File: config.mk
export PLATFORM = sky130hd
export DESIGN_NAME = three_channel_reload_down_timer_unit
export DESIGN_NICKNAME = d
export VERILOG_FILES = /design/src/tmr3_pkg.sv /design/src/three_channel_reload_down_timer_unit.sv
export VERILOG_INCLUDE_DIRS = /design/src /design/src/src
export SDC_FILE = /design/constraint.sdc
export NUM_CORES = 1
export LEC_CHECK = 0
export ABC_CLOCK_PERIOD_IN_PS = 5200
export BUFFER_PORTS_ARGS = -buffer_cell sky130_fd_sc_hd__buf_2
export CORE_AREA = 4 4 243 245
export DETAILED_ROUTE_END_ITERATION = 10
export DIE_AREA = 0 0 247 249
export GPL_TIMING_DRIVEN = 0
export PLACE_DENSITY_LB_ADDON = 0.08
export SETUP_SLACK_MARGIN = 0.1
export SYNTH_ARGS = -nofsm -noshare
export SYNTH_HDL_FRONTEND = slang
export SYNTH_SLANG_ARGS = --single-unit
File: constraint.sdc
create_clock -name clk -period 5.2 [get_ports clk]
set_clock_uncertainty 0.15 [all_clocks]
set_input_delay 1.56 -clock clk [delete_from_list [all_inputs] [get_ports clk]]
set_output_delay 1.56 -clock clk [all_outputs]
set_load 0.02 [all_outputs]
File: src/assert_macros.svh
// assertion macros shared by the timer rtl
`ifndef ASSERT_MACROS_SVH
`define ASSERT_MACROS_SVH

`ifndef NO_ASSERTIONS

`define ASSERT_SAME(lbl, ante, cons) \
    lbl: assert property (@(posedge clk) disable iff (!rst_n) (ante) |-> (cons)) \
        else $error("assertion failed");

`define ASSERT_NEXT(lbl, ante, cons) \
    lbl: assert property (@(posedge clk) disable iff (!rst_n) (ante) |=> (cons)) \
        else $error("assertion failed");

`else

`define ASSERT_SAME(lbl, ante, cons)

`define ASSERT_NEXT(lbl, ante, cons)

`endif

`endif

File: src/tmr3_pkg.sv
// types and constants of the three-channel reload down timer
package tmr3_pkg;

    localparam int NUM_TIMERS  = 3;
    localparam int COUNT_WIDTH = 32;
    localparam int DATA_WIDTH  = 32;
    localparam int USER_WIDTH  = 6;

    localparam int BIT_ST = 0;
    localparam int BIT_AR = 1;
    localparam int BIT_CE = 5;

    typedef enum logic [1:0] {
        OP_TICK  = 2'd0,
        OP_READ  = 2'd1,
        OP_WRITE = 2'd2
    } op_t;

    typedef enum logic [1:0] {
        SEL_CNTL  = 2'd0,
        SEL_LOAD  = 2'd1,
        SEL_COUNT = 2'd2
    } sel_t;

    typedef logic [COUNT_WIDTH-1:0] count_t;

endpackage

File: src/three_channel_reload_down_timer_unit.sv
// Three 32-bit auto-reload down timers behind a register interface. Each input
// item is a tick or a register access; ticks and unused op codes give no result,
// reads and writes give one output item each (read data, or the write data echoed).
// The block takes one item per cycle while no result is held back: an item waits in
// the input register, is applied to the timer state by combinational logic, and its
// result lands in the output register as the item is applied.
// While a result waits on a stalled output, a read or write held in the input
// register waits too and holds back every item behind it; a tick there still proceeds.
`include "assert_macros.svh"

module three_channel_reload_down_timer_unit
(
    input  logic                            clk,
    input  logic                            rst_n,
    input  logic                            s_axis_tvalid,
    output logic                            s_axis_tready,
    // write_data
    input  logic [tmr3_pkg::DATA_WIDTH-1:0] s_axis_tdata,
    // op [1:0], unit_index [3:2], reg_select [5:4]
    input  logic [tmr3_pkg::USER_WIDTH-1:0] s_axis_tuser,
    output logic                            m_axis_tvalid,
    input  logic                            m_axis_tready,
    // read_data
    output logic [tmr3_pkg::DATA_WIDTH-1:0] m_axis_tdata
);

    // input register
    logic                            in_valid_reg;
    tmr3_pkg::op_t                   in_op_reg;
    logic [1:0]                      in_unit_reg;
    tmr3_pkg::sel_t                  in_sel_reg;
    logic [tmr3_pkg::DATA_WIDTH-1:0] in_data_reg;

    // output register
    logic                            out_valid_reg;
    logic [tmr3_pkg::DATA_WIDTH-1:0] out_data_reg;
    logic [tmr3_pkg::DATA_WIDTH-1:0] out_data_next;

    // timer state
    logic [tmr3_pkg::DATA_WIDTH-1:0] ctrl_reg   [tmr3_pkg::NUM_TIMERS];
    logic [tmr3_pkg::DATA_WIDTH-1:0] ctrl_next  [tmr3_pkg::NUM_TIMERS];
    logic                            start_reg  [tmr3_pkg::NUM_TIMERS];
    logic                            start_next [tmr3_pkg::NUM_TIMERS];
    logic                            reload_reg [tmr3_pkg::NUM_TIMERS];
    logic                            reload_next[tmr3_pkg::NUM_TIMERS];
    logic                            enable_reg [tmr3_pkg::NUM_TIMERS];
    logic                            enable_next[tmr3_pkg::NUM_TIMERS];
    tmr3_pkg::count_t                count_reg  [tmr3_pkg::NUM_TIMERS];
    tmr3_pkg::count_t                count_next [tmr3_pkg::NUM_TIMERS];
    tmr3_pkg::count_t                load_reg   [tmr3_pkg::NUM_TIMERS];
    tmr3_pkg::count_t                load_next  [tmr3_pkg::NUM_TIMERS];

    logic has_result;
    logic out_free;
    logic proc_fire;

    assign has_result    = (in_op_reg == tmr3_pkg::OP_READ) || (in_op_reg == tmr3_pkg::OP_WRITE);
    assign out_free      = !out_valid_reg || m_axis_tready;
    assign proc_fire     = in_valid_reg && (!has_result || out_free);
    assign s_axis_tready = !in_valid_reg || proc_fire;
    assign m_axis_tvalid = out_valid_reg;
    assign m_axis_tdata  = out_data_reg;

    always_ff @(posedge clk or negedge rst_n)
    begin
        if (!rst_n)
        begin
            in_valid_reg <= 1'b0;
        end
        else if (s_axis_tready)
        begin
            in_valid_reg <= s_axis_tvalid;
        end
    end

    always_ff @(posedge clk)
    begin
        if (s_axis_tready && s_axis_tvalid)
        begin
            in_op_reg   <= tmr3_pkg::op_t'(s_axis_tuser[1:0]);
            in_unit_reg <= s_axis_tuser[3:2];
            in_sel_reg  <= tmr3_pkg::sel_t'(s_axis_tuser[5:4]);
            in_data_reg <= s_axis_tdata;
        end
    end

    // state update and result for the registered item
    always_comb
    begin
        out_data_next = in_data_reg;
        for (int u = 0; u < tmr3_pkg::NUM_TIMERS; u++)
        begin
            ctrl_next[u]   = ctrl_reg[u];
            start_next[u]  = start_reg[u];
            reload_next[u] = reload_reg[u];
            enable_next[u] = enable_reg[u];
            count_next[u]  = count_reg[u];
            load_next[u]   = load_reg[u];
        end
        case (in_op_reg)
            tmr3_pkg::OP_TICK:
            begin
                for (int u = 0; u < tmr3_pkg::NUM_TIMERS; u++)
                begin
                    if (start_reg[u] || enable_reg[u])
                    begin
                        if (count_reg[u] == '0)
                        begin
                            if (reload_reg[u])
                            begin
                                count_next[u] = load_reg[u] - 1'b1;
                            end
                            else
                            begin
                                start_next[u] = 1'b0;
                            end
                        end
                        else
                        begin
                            count_next[u] = count_reg[u] - 1'b1;
                        end
                    end
                end
            end
            tmr3_pkg::OP_READ:
            begin
                out_data_next = '0;
                for (int u = 0; u < tmr3_pkg::NUM_TIMERS; u++)
                begin
                    if (u == int'(in_unit_reg))
                    begin
                        case (in_sel_reg)
                            tmr3_pkg::SEL_CNTL:  out_data_next = ctrl_reg[u];
                            tmr3_pkg::SEL_LOAD:  out_data_next = 32'(load_reg[u]);
                            tmr3_pkg::SEL_COUNT: out_data_next = 32'(count_reg[u]);
                            default:             out_data_next = '0;
                        endcase
                    end
                end
            end
            tmr3_pkg::OP_WRITE:
            begin
                for (int u = 0; u < tmr3_pkg::NUM_TIMERS; u++)
                begin
                    if (u == int'(in_unit_reg))
                    begin
                        case (in_sel_reg)
                            tmr3_pkg::SEL_CNTL:
                            begin
                                ctrl_next[u]   = in_data_reg;
                                start_next[u]  = in_data_reg[tmr3_pkg::BIT_ST];
                                reload_next[u] = in_data_reg[tmr3_pkg::BIT_AR];
                                enable_next[u] = in_data_reg[tmr3_pkg::BIT_CE];
                                if (in_data_reg[tmr3_pkg::BIT_ST] && !start_reg[u])
                                begin
                                    count_next[u] = load_reg[u];
                                end
                            end
                            tmr3_pkg::SEL_LOAD:
                            begin
                                load_next[u] = in_data_reg[tmr3_pkg::COUNT_WIDTH-1:0];
                            end
                            default:
                            begin
                                load_next[u] = load_reg[u];
                            end
                        endcase
                    end
                end
            end
            default:
            begin
                out_data_next = in_data_reg;
            end
        endcase
    end

    always_ff @(posedge clk or negedge rst_n)
    begin
        if (!rst_n)
        begin
            for (int u = 0; u < tmr3_pkg::NUM_TIMERS; u++)
            begin
                ctrl_reg[u]   <= '0;
                start_reg[u]  <= 1'b0;
                reload_reg[u] <= 1'b0;
                enable_reg[u] <= 1'b0;
                count_reg[u]  <= '0;
                load_reg[u]   <= '0;
            end
        end
        else if (proc_fire)
        begin
            for (int u = 0; u < tmr3_pkg::NUM_TIMERS; u++)
            begin
                ctrl_reg[u]   <= ctrl_next[u];
                start_reg[u]  <= start_next[u];
                reload_reg[u] <= reload_next[u];
                enable_reg[u] <= enable_next[u];
                count_reg[u]  <= count_next[u];
                load_reg[u]   <= load_next[u];
            end
        end
    end

    always_ff @(posedge clk or negedge rst_n)
    begin
        if (!rst_n)
        begin
            out_valid_reg <= 1'b0;
        end
        else if (proc_fire && has_result)
        begin
            out_valid_reg <= 1'b1;
        end
        else if (m_axis_tready)
        begin
            out_valid_reg <= 1'b0;
        end
    end

    always_ff @(posedge clk)
    begin
        if (proc_fire && has_result)
        begin
            out_data_reg <= out_data_next;
        end
    end

    // result-producing item never overwrites a waiting result
    `ASSERT_SAME(a_no_overwrite,
        in_valid_reg && has_result && out_valid_reg && !m_axis_tready, !proc_fire)

    // a tick or unused op leaves the output side alone
    `ASSERT_NEXT(a_tick_no_result,
        proc_fire && !has_result, out_valid_reg == $past(out_valid_reg && !m_axis_tready))

    // one-shot unit zero stops at zero
    `ASSERT_NEXT(a_one_shot_stop,
        proc_fire && in_op_reg == tmr3_pkg::OP_TICK && start_reg[0] && !reload_reg[0]
            && count_reg[0] == '0, !start_reg[0])

    // starting unit zero copies the load value into the count
    `ASSERT_NEXT(a_start_loads,
        proc_fire && in_op_reg == tmr3_pkg::OP_WRITE && in_sel_reg == tmr3_pkg::SEL_CNTL
            && in_unit_reg == 2'd0 && in_data_reg[tmr3_pkg::BIT_ST] && !start_reg[0],
        count_reg[0] == $past(load_reg[0]))

endmodule

-- After elaboration in Yosys (flattened, before gate mapping)
Index checks and enable logic that the tools add are counted.
- output and inout port bits: 34
- register bits after elaboration: 369
- reduce and logical (&&, ||, !) cells: 39
- muxes and demuxes: 42
- equality and inequality tests: 25
- add/sub/neg operators: 6
- operators with widths (cell ; count):
    32-bit 2-to-1 mux ; 22
    32-bit one-hot mux with 3 select lines ; 3
    96-bit one-hot mux with 2 select lines ; 1
    32-bit by 1-bit subtractor with 32-bit output (second input constant) ; 6
    32-bit logical NOT ; 3
    7-bit AND reduction ; 6
    4-bit AND reduction ; 6
    2-bit inequality test (second input constant) ; 9
    1-bit 2-to-1 mux ; 15
    2-bit by 1-bit inequality test with 1-bit output (second input constant) ; 7
    3-bit inequality test (second input constant) ; 3
    1-bit logical OR ; 7
    1-bit logical AND ; 6
    1-bit logical NOT ; 6
    2-bit logical NOT ; 3
    3-bit one-hot mux with 2 select lines ; 1
    2-bit by 1-bit == test with 1-bit output (second input constant) ; 2
    2-bit == test (first input constant) ; 2
    2-bit == test (second input constant) ; 2
    2-bit nonzero test ; 2

-- Depth between registers and ports, before layout
Gate-level depths: netlist of run 1.
- word-level depth: 7
- gate-level depth with buffers: 17
- mapped depth without buffers: 13

-- Worst setup path after synthesis of run 1
OpenSTA, ideal clock, no wires.
- path type: register to register
- start: register count_reg[77] (netlist name)
- end: register count_reg[88] (netlist name)
- data required time: 4.908 ns
- period minus slack after synthesis: 4.199 ns
- data arrival time: 3.907 ns
- library setup time: 0.142 ns
- stages on the path, launching flop included: 17
- path slack: 1.001 ns
- cell sequence: dfrtp_1 > clkbuf_1 > nor4_1 > nand4_1 > nor3_4 > clkbuf_1 > buf_2 > buf_1 > a21oi_1 > ha_1 > or3b_2 > nor3_1 > o211ai_2 > nor4_1 > mux2_2 > o21ai_0 > a211oi_1
- word-level cells in the longest chain between the ends: 4
- elaborated cells between the ends (all ways): 7
- classes of those cells: 1 x add/sub; 1 x eq/ne; 3 x mux; 2 x reduce/logical
- RTL lines (element ; RTL line ; source):
    start: declaration ; three_channel_reload_down_timer_unit.sv:48 ; tmr3_pkg::count_t count_reg [tmr3_pkg::NUM_TIMERS];
    start signal: indexed assignment ; three_channel_reload_down_timer_unit.sv:200 ; count_reg[u] <= count_next[u];
    32-bit by 1-bit subtractor with 32-bit output or 32-bit logical NOT (tied branches) ; three_channel_reload_down_timer_unit.sv:120, three_channel_reload_down_timer_unit.sv:107 ;
    32-bit 2-to-1 mux ; three_channel_reload_down_timer_unit.sv:107 ; if (count_reg[u] == '0)
    32-bit 2-to-1 mux ; three_channel_reload_down_timer_unit.sv:105 ; if (start_reg[u] || enable_reg[u])
    96-bit one-hot mux with 2 select lines ; three_channel_reload_down_timer_unit.sv:100 ; case (in_op_reg)
Several ways; a longest one is shown, not always the timed one. The select of a mux whose other input is x is not followed.
A chain may end at the register's enable or synchronous reset.

-- Worst setup path after layout of run 1
- start: register in_op_reg[0]
- end: register count_reg[95] (netlist name)
- word-level cells in the longest chain between the ends: 6
- elaborated cells between the ends (all ways): 15
- classes of those cells: 7 x eq/ne; 1 x mux; 7 x reduce/logical
- RTL lines (element ; RTL line ; source):
    start: declaration ; three_channel_reload_down_timer_unit.sv:29 ; tmr3_pkg::op_t in_op_reg;
    start signal: assignment ; three_channel_reload_down_timer_unit.sv:80 ; in_op_reg <= tmr3_pkg::op_t'(s_axis_tuser[1:0]);
    2-bit by 1-bit == test with 1-bit output or 2-bit == test (tied branches) ; three_channel_reload_down_timer_unit.sv:57, three_channel_reload_down_timer_unit.sv:100 ;
    1-bit logical OR ; three_channel_reload_down_timer_unit.sv:57 ; assign has_result = (in_op_reg == tmr3_pkg::OP_READ) || (in_op_reg == tmr3_pkg::OP_WRITE);
    1-bit logical NOT ; three_channel_reload_down_timer_unit.sv:59 ; assign proc_fire = in_valid_reg && (!has_result || out_free);
    1-bit logical OR ; three_channel_reload_down_timer_unit.sv:59 ;
    1-bit logical AND ; three_channel_reload_down_timer_unit.sv:59 ;
    7-bit AND reduction (no line) ; n/a ;
Several ways; a longest one is shown, not always the timed one.

==> flow_metrics.py, run 1 <==
metrics = {
    "timing": {
        "hold_slack_ns": 0.3284,
        "slew_violations": 12,
        "setup_viol": 0,
        "worst_pin_slew_ns": 1.524,
        "final_hold_viol_count": 0,
        "fmax_ghz": 0.1926,
        "tns_ns": 0,
        "max_slew_margin": -0.01593,
        "period_needed_ns": 5.192,
        "period_share": 0.9985,
        "rsz0062_at_grt": "false",
    },
    "placed_design": {
        "gp_congestion": 0.9705,
        "dp_hpwl_mm": 73.38,
        "port_buffers": 75,
    },
    "clocking": {
        "clk_path_buf_depth": 3,
        "cts_sinks": 363,
        "cts-htree-levels": 2,
        "cts-root-buf": "clkbuf_16",
        "cts_tree": "done",
        "numCtsBuffers": 44,
        "clk_latency_ns": 0.59,
        "hold_buffers": 0,
        "clk_pin_slew_ns": 0.06,
    },
    "worst_setup_path": {
        "regToRegStartpoint": "in_op_reg[0]",
        "cp.required_ns": 5.45,
        "reg2reg_to": "count_reg[95]",
        "cp-end-kind": "flip-flop",
        "critical_path_arrival_ns": 5.44,
        "crit_type": "flip-flop to flip-flop",
        "crit_slowest_cell": "clkbuf_1",
        "worstRegToRegCells": 7,
        "crit_top_cell": "clkbuf_1",
        "critPathBufInv": 5,
        "max_stage_delay_ns": 1.10,
        "r2r_slack_ns": 0.008,
        "critPathMaxFanout": 11,
        "start_kind": "flip-flop",
        "path_delay_family": "buffers and inverters",
        "worstPathCellList": "inv_1 > ha_1 > clkbuf_1 > clkbuf_1 > clkbuf_1 > clkbuf_1 > o221ai_1",
    },
    "floorplan": {
        "die_h_um": 249,
        "die_area_mm2": 0.06150,
        "ios": 76,
        "start_util": 0.3755,
        "die_w_um": 247,
        "rows": 88,
        "core_mm2": 0.05714,
    },
    "logic_synthesis": {
        "syn_inst": 2542,
        "ys_ff_latch": 363,
        "synth_cell_types": 81,
        "syn_area_per_cell_um2": 8.440,
        "ys_warn_count": 0,
        "synth_edf_count": 70,
        "synthFlopType": "dfrtp_1",
        "synth_nets": 2590,
        "ys_seq_area_frac": 0.4397,
        "ys_async_sr_fraction": 0.8072,
        "synth_area_mm2": 0.02146,
    },
    "status": {
        "violations": "capacitance limit, slew limit",
        "status": "finished, violations left",
    },
    "global_routing": {
        "grt_use_total": 0.3208,
        "antenna_found_initial": 4,
        "grt_first_pass_wirelength_mm": 145.7,
        "grt_max_degree": 112,
        "first_global_vias": 20561,
        "overflow": 0,
    },
    "finish": {
        "final_layout_size_suffix_gt1_frac": 0.1037,
        "final_nets": 2712,
        "nFillCells": 5801,
        "syn2layout_area_growth_pct": 14.71,
        "final_util": 0.4307,
    },
    "routing": {
        "vias_per_cell": 6.289,
        "drt-wirelength-per-cell_um": 29.25,
        "drtIter0Drc": 2597,
        "ant_nets": 0,
        "routed-via-count": 21798,
        "wirelength_mm": 101.4,
        "dr.pass1.iters": 6,
        "drc": 0,
    },
    "pwr": {
        "p_per_area_mw_per_mm2": 393.0,
        "p_leak_nw": 9.994,
        "peakVddDrop_mv": 0.2719,
        "p_total_mw": 9.673,
    },
    "min_path": {
        "whs_path_depth": 2,
        "worstHoldPathType": "flip-flop to flip-flop",
        "worstHoldStart": "ctrl_reg[57]",
        "holdPathEnd": "ctrl_reg[57]",
    },
    "flow_run": {
        "cap_violations": 2,
    },
}
tightest hold or removal path: stages, from the launching register on:
cell     delay (ns)
dfrtp_1        0.34
nand2_1        0.04
o21ai_0        0.06
area by class of cell:
cell class,count,area [um^2],area share
antenna,2,5.005,0.0002033
buffer,204,824.5,0.03350
clock buffer,58,1204,0.04890
clock inverter,23,267.8,0.01088
inverter,56,210.2,0.008540
multi-input combinational,1904,11110,0.4514
sequential,363,9435,0.3834
tap,765,957.2,0.03889
timing repair buffer,91,598.1,0.02430
worst max path at each step:
| stage | start | endpoint | slack (ns) | cells after the start |
|---|---|---|---|---|
| global placement | rst_n | count_reg[25] | -3.74 | 1 |
| floorplan | count_reg[77] | count_reg[88] | 1.00 | 16 |
| detailed placement | count_reg[52] | count_reg[62] | -0.97 | 17 |
| finish | in_op_reg[0] | count_reg[95] | 0.008 | 7 |
| global route | count_reg[77] | count_reg[94] | 0.09 | 17 |
| CTS | count_reg[52] | count_reg[62] | 0.04 | 17 |
logic make-up after synthesis:
logic type	count (synthesis)	synth area share
flip-flops	363	0.4397
AO/OA/AOI/OAI	861	0.2358
buffers and inverters	275	0.05015
adder cells (fa/ha/maj)	6	0.003499
AND/OR/NAND/NOR	901	0.2061
multiplexers	136	0.06479
power breakdown:
group | internal (mW) | leakage (nW) | switching (mW)
combinational | 0.945 | 4.71 | 1.72
sequential | 3.28 | 4.58 | 0.495
clock | 1.88 | 0.709 | 1.35
total | 6.11 | 9.99 | 3.56
metrics by stage:
stage	area, um^2	instances	setup slack (ns)
3_3_place_gp	22790	3382	-3.739
5_1_grt	24610	3464	0.09266
4_1_cts	24530	3473	0.03763
6_report	24610	3466	0.007580
2_1_floorplan	21460	2542	1.001
3_5_place_dp	22940	3387	-0.9747
per-layer routing:
| layer | share of wire | track usage | vias up |
|---|---|---|---|
| li1 | - | - | 9580 |
| met1 | 0.43 | 0.4497 | 10858 |
| met2 | 0.44 | 0.4885 | 1132 |
| met3 | 0.080 | 0.05221 | 224 |
| met4 | 0.050 | 0.1414 | 4 |
| met5 | 0.00027 | 0 | - |
placed cells by master, fill, tap and decap left out, drive strengths merged, types with 9 or more instances in the layout:
cell and n:
nor3 77, nor4b 10, a211oi 19, or4 16, a21oi 181, clkinv 13
o311ai 13, nand2 292, nor2 216, edfxtp 70, o211ai 31, o21ai 392
o21a 45, mux2i 116, or3 38, and3 20, dfrtp 293, nand3 63
o22ai 49, nand2b 14, nand4b 14, a21o 13, nor4 52, a2111oi 9
nand4 49, clkbuf 218, mux2 20, or2 17, a31oi 38, buf 135
inv 57, a22oi 9
what timing repair did:
item / 4_1_cts / 5_1_grt
cloned: 0 / 0
pin swaps: 6 / 3
setup buffers: 6 / 5
endpoints found under the hold margin: 0 / 0
resized for setup: 19 / 17
endpoints found under the setup margin: 39 / 24
Yosys cell counts, drive strengths merged, types with 9 or more instances:
master,count,area share
a211oi,19,0.0066
nand4,49,0.014
dfrtp,293,0.34
clkbuf,170,0.030
nor4b,10,0.0055
nand3,63,0.015
nand2,292,0.051
a31oi,38,0.011
mux2i,116,0.054
and3,20,0.0058
inv,56,0.0098
o21ai,392,0.091
nor3,77,0.019
o211ai,31,0.011
nor4,52,0.017
o311ai,13,0.0053
nand2b,14,0.0041
or3,38,0.012
edfxtp,70,0.098
o21a,45,0.016
a21o,13,0.0045
a21oi,181,0.042
nand4b,14,0.0057
buf,49,0.010
a22oi,9,0.0031
mux2,20,0.011
nor2,216,0.038
or2,17,0.0050
o22ai,49,0.014
or4,16,0.0058
a2111oi,9,0.0043
Note: power is estimated with default switching activity, not from simulation.
==> run 2, diff against run 1 <==
--- a/config.mk
+++ b/config.mk
@@ -13,6 +13,7 @@
 export DIE_AREA = 0 0 247 249
 export GPL_TIMING_DRIVEN = 0
 export PLACE_DENSITY_LB_ADDON = 0.08
+export REMOVE_ABC_BUFFERS = 1
 export SETUP_SLACK_MARGIN = 0.1
 export SYNTH_ARGS = -nofsm -noshare
 export SYNTH_HDL_FRONTEND = slang
==> flow_metrics.py, run 2 (synthesized netlist as in run 1, its figures left out) <==
metrics = {
    "pwr": {
        "internal-power_mw": 6.015,
        "p_per_area_mw_per_mm2": 377.8,
        "seqPwrFrac": 0.405,
        "p_leak_nw": 10.08,
        "p_total_mw": 9.348,
        "combPwrFrac": 0.264,
        "power_switching_mw": 3.333,
        "peakVddDrop_mv": 0.2763,
        "swShare": 0.3565,
        "clkPwrFrac": 0.331,
    },
    "finish": {
        "syn2layout_area_growth_pct": 15.33,
        "most-common-layout-cells": "o21ai_0, dfrtp_1, nand2_1",
        "finalInstanceArea_mm2": 0.02475,
        "final_util": 0.4330,
        "num_antenna_cells": 0,
        "layout_commonest_cell": "o21ai_0",
        "final_nets": 2556,
        "final_layout_size_suffix_gt1_frac": 0.1137,
    },
    "floorplan": {
        "die_w_um": 247,
        "start_util": 0.3755,
        "core_mm2": 0.05714,
        "die_h_um": 249,
        "die_area_mm2": 0.06150,
        "rows": 88,
        "ios": 76,
    },
    "routing": {
        "drt-wirelength-per-cell_um": 23.57,
        "drtIter0Drc": 1844,
        "dr.pass1.iters": 5,
        "ant_nets": 0,
        "wirelength_mm": 77.93,
        "drc": 0,
        "vias_per_cell": 6.052,
        "routed-via-count": 20014,
    },
    "worst_setup_path": {
        "worstRegToRegCells": 13,
        "start_kind": "flip-flop",
        "cp.required_ns": 5.49,
        "cp-end-kind": "flip-flop",
        "critPathMaxFanout": 21,
        "critical_path_arrival_ns": 5.09,
        "crit_type": "flip-flop to flip-flop",
    },
    "global_routing": {
        "antenna_found_initial": 1,
        "grt_use_total": 0.2472,
        "top_usage_layer": "met2",
        "overflow": 0,
        "grt_first_pass_wirelength_mm": 119.4,
        "grt_max_degree": 103,
        "grt.met2_usage": 0.3874,
        "met3_usage": 0.02680,
        "first_global_vias": 19348,
        "grtUsageMet1": 0.3426,
    },
    "clocking": {
        "cts-root-buf": "clkbuf_16",
        "numCtsBuffers": 44,
        "hold_buffers": 0,
        "clk_path_buf_depth": 3,
        "cts-htree-levels": 2,
        "cts_sinks": 363,
        "clk_pin_slew_ns": 0.06,
        "clk_latency_ns": 0.59,
        "cts_tree": "done",
    },
    "timing": {
        "slew_violations": 0,
        "final_hold_viol_count": 0,
        "fmax_ghz": 0.2086,
        "setup_viol": 0,
        "period_needed_ns": 4.795,
        "period_share": 0.9221,
        "max_slew_margin": 0.09216,
        "rsz0062_at_grt": "false",
        "worst_pin_slew_ns": 1.362,
    },
    "status": {
        "status": "completed",
    },
    "flow_run": {
        "cap_violations": 0,
    },
    "placed_design": {
        "port_buffers": 75,
        "placed_cell_area_mm2": 0.02325,
        "gp_congestion": 0.8456,
        "dp_hpwl_mm": 54.22,
    },
    "min_path": {
        "worstHoldPathType": "flip-flop to flip-flop",
        "whs_path_depth": 2,
    },
}
==> run 2: path summary, 6_finish.rpt <==
kind	startpoint	to	slack, ns
worst min-delay path	ctrl_reg[81]	ctrl_reg[81]	0.33
min in group asynchronous	rst_n	count_reg[88]	0.90
worst max register to register	count_reg[90]	count_reg[88]	0.41
worst max-delay path	count_reg[90]	count_reg[88]	0.41
worst min register to register	ctrl_reg[81]	ctrl_reg[81]	0.33
max in group asynchronous	rst_n	load_reg[75]	2.95
==> run 2: area by class of cell <==
| class | instances | area (um^2) |
|---|---|---|
| Clock buffer | 57 | 1190 |
| Fill cell | 5636 | 32400 |
| Timing Repair Buffer | 138 | 1649 |
| Tap cell | 765 | 957.2 |
| Clock inverter | 23 | 224.0 |
| Sequential cell | 363 | 9434 |
| Inverter | 56 | 212.7 |
| Multi-Input combinational cell | 1905 | 11080 |
==> run 2: power by group through the flow <==
stage | Clock (mW) | Combinational [mW] | Sequential (mW)
floorplan | 0 | 1.63 | 3.70
global placement | 0 | 2.22 | 3.87
detailed placement | 0 | 2.41 | 3.83
CTS | 3.17 | 2.42 | 3.78
global route | 3.26 | 2.75 | 3.84
finish | 3.10 | 2.47 | 3.78
==> run 2: metal layers <==
layer | up-vias | wire [um]
met5 | - | 0
met4 | 0 | 3869
met3 | 148 | 4207
met2 | 714 | 35480
met1 | 9876 | 34370
li1 | 9276 | -
==> run 2: through the flow <==
step                 TNS, ns  std cells  worst slack [ns]  hold slack [ns]
floorplan            -575.30       2323            -3.696           0.2992
global placement    -4171.29       3163            -17.04           0.3113
detailed placement   -0.8541       3221           -0.3247           0.3190
CTS                        0       3302            0.1282           0.3299
global route               0       3307            0.1470           0.3422
finish                     0       3307            0.4053           0.3275
==> run 2: critical path, cell delays in order, from the launching register on <==
cell	delay (ns)
dfrtp_1	0.52
or3_1	0.19
or3_1	0.38
nor3_4	0.13
buf_16	0.19
a21oi_1	0.21
ha_1	0.25
or3b_2	0.54
nor3_1	0.43
o211ai_2	0.42
nor4_1	0.60
mux2_2	0.39
o21ai_0	0.14
a211oi_1	0.10
==> run 2: what timing repair did <==
item | in CTS | in global routing
gates cloned | 1 | 0
buffers inserted | 0 | 5
pin swaps | 1 | 1
resized for setup | 2 | 3
endpoints found under the setup margin | 15 | 35
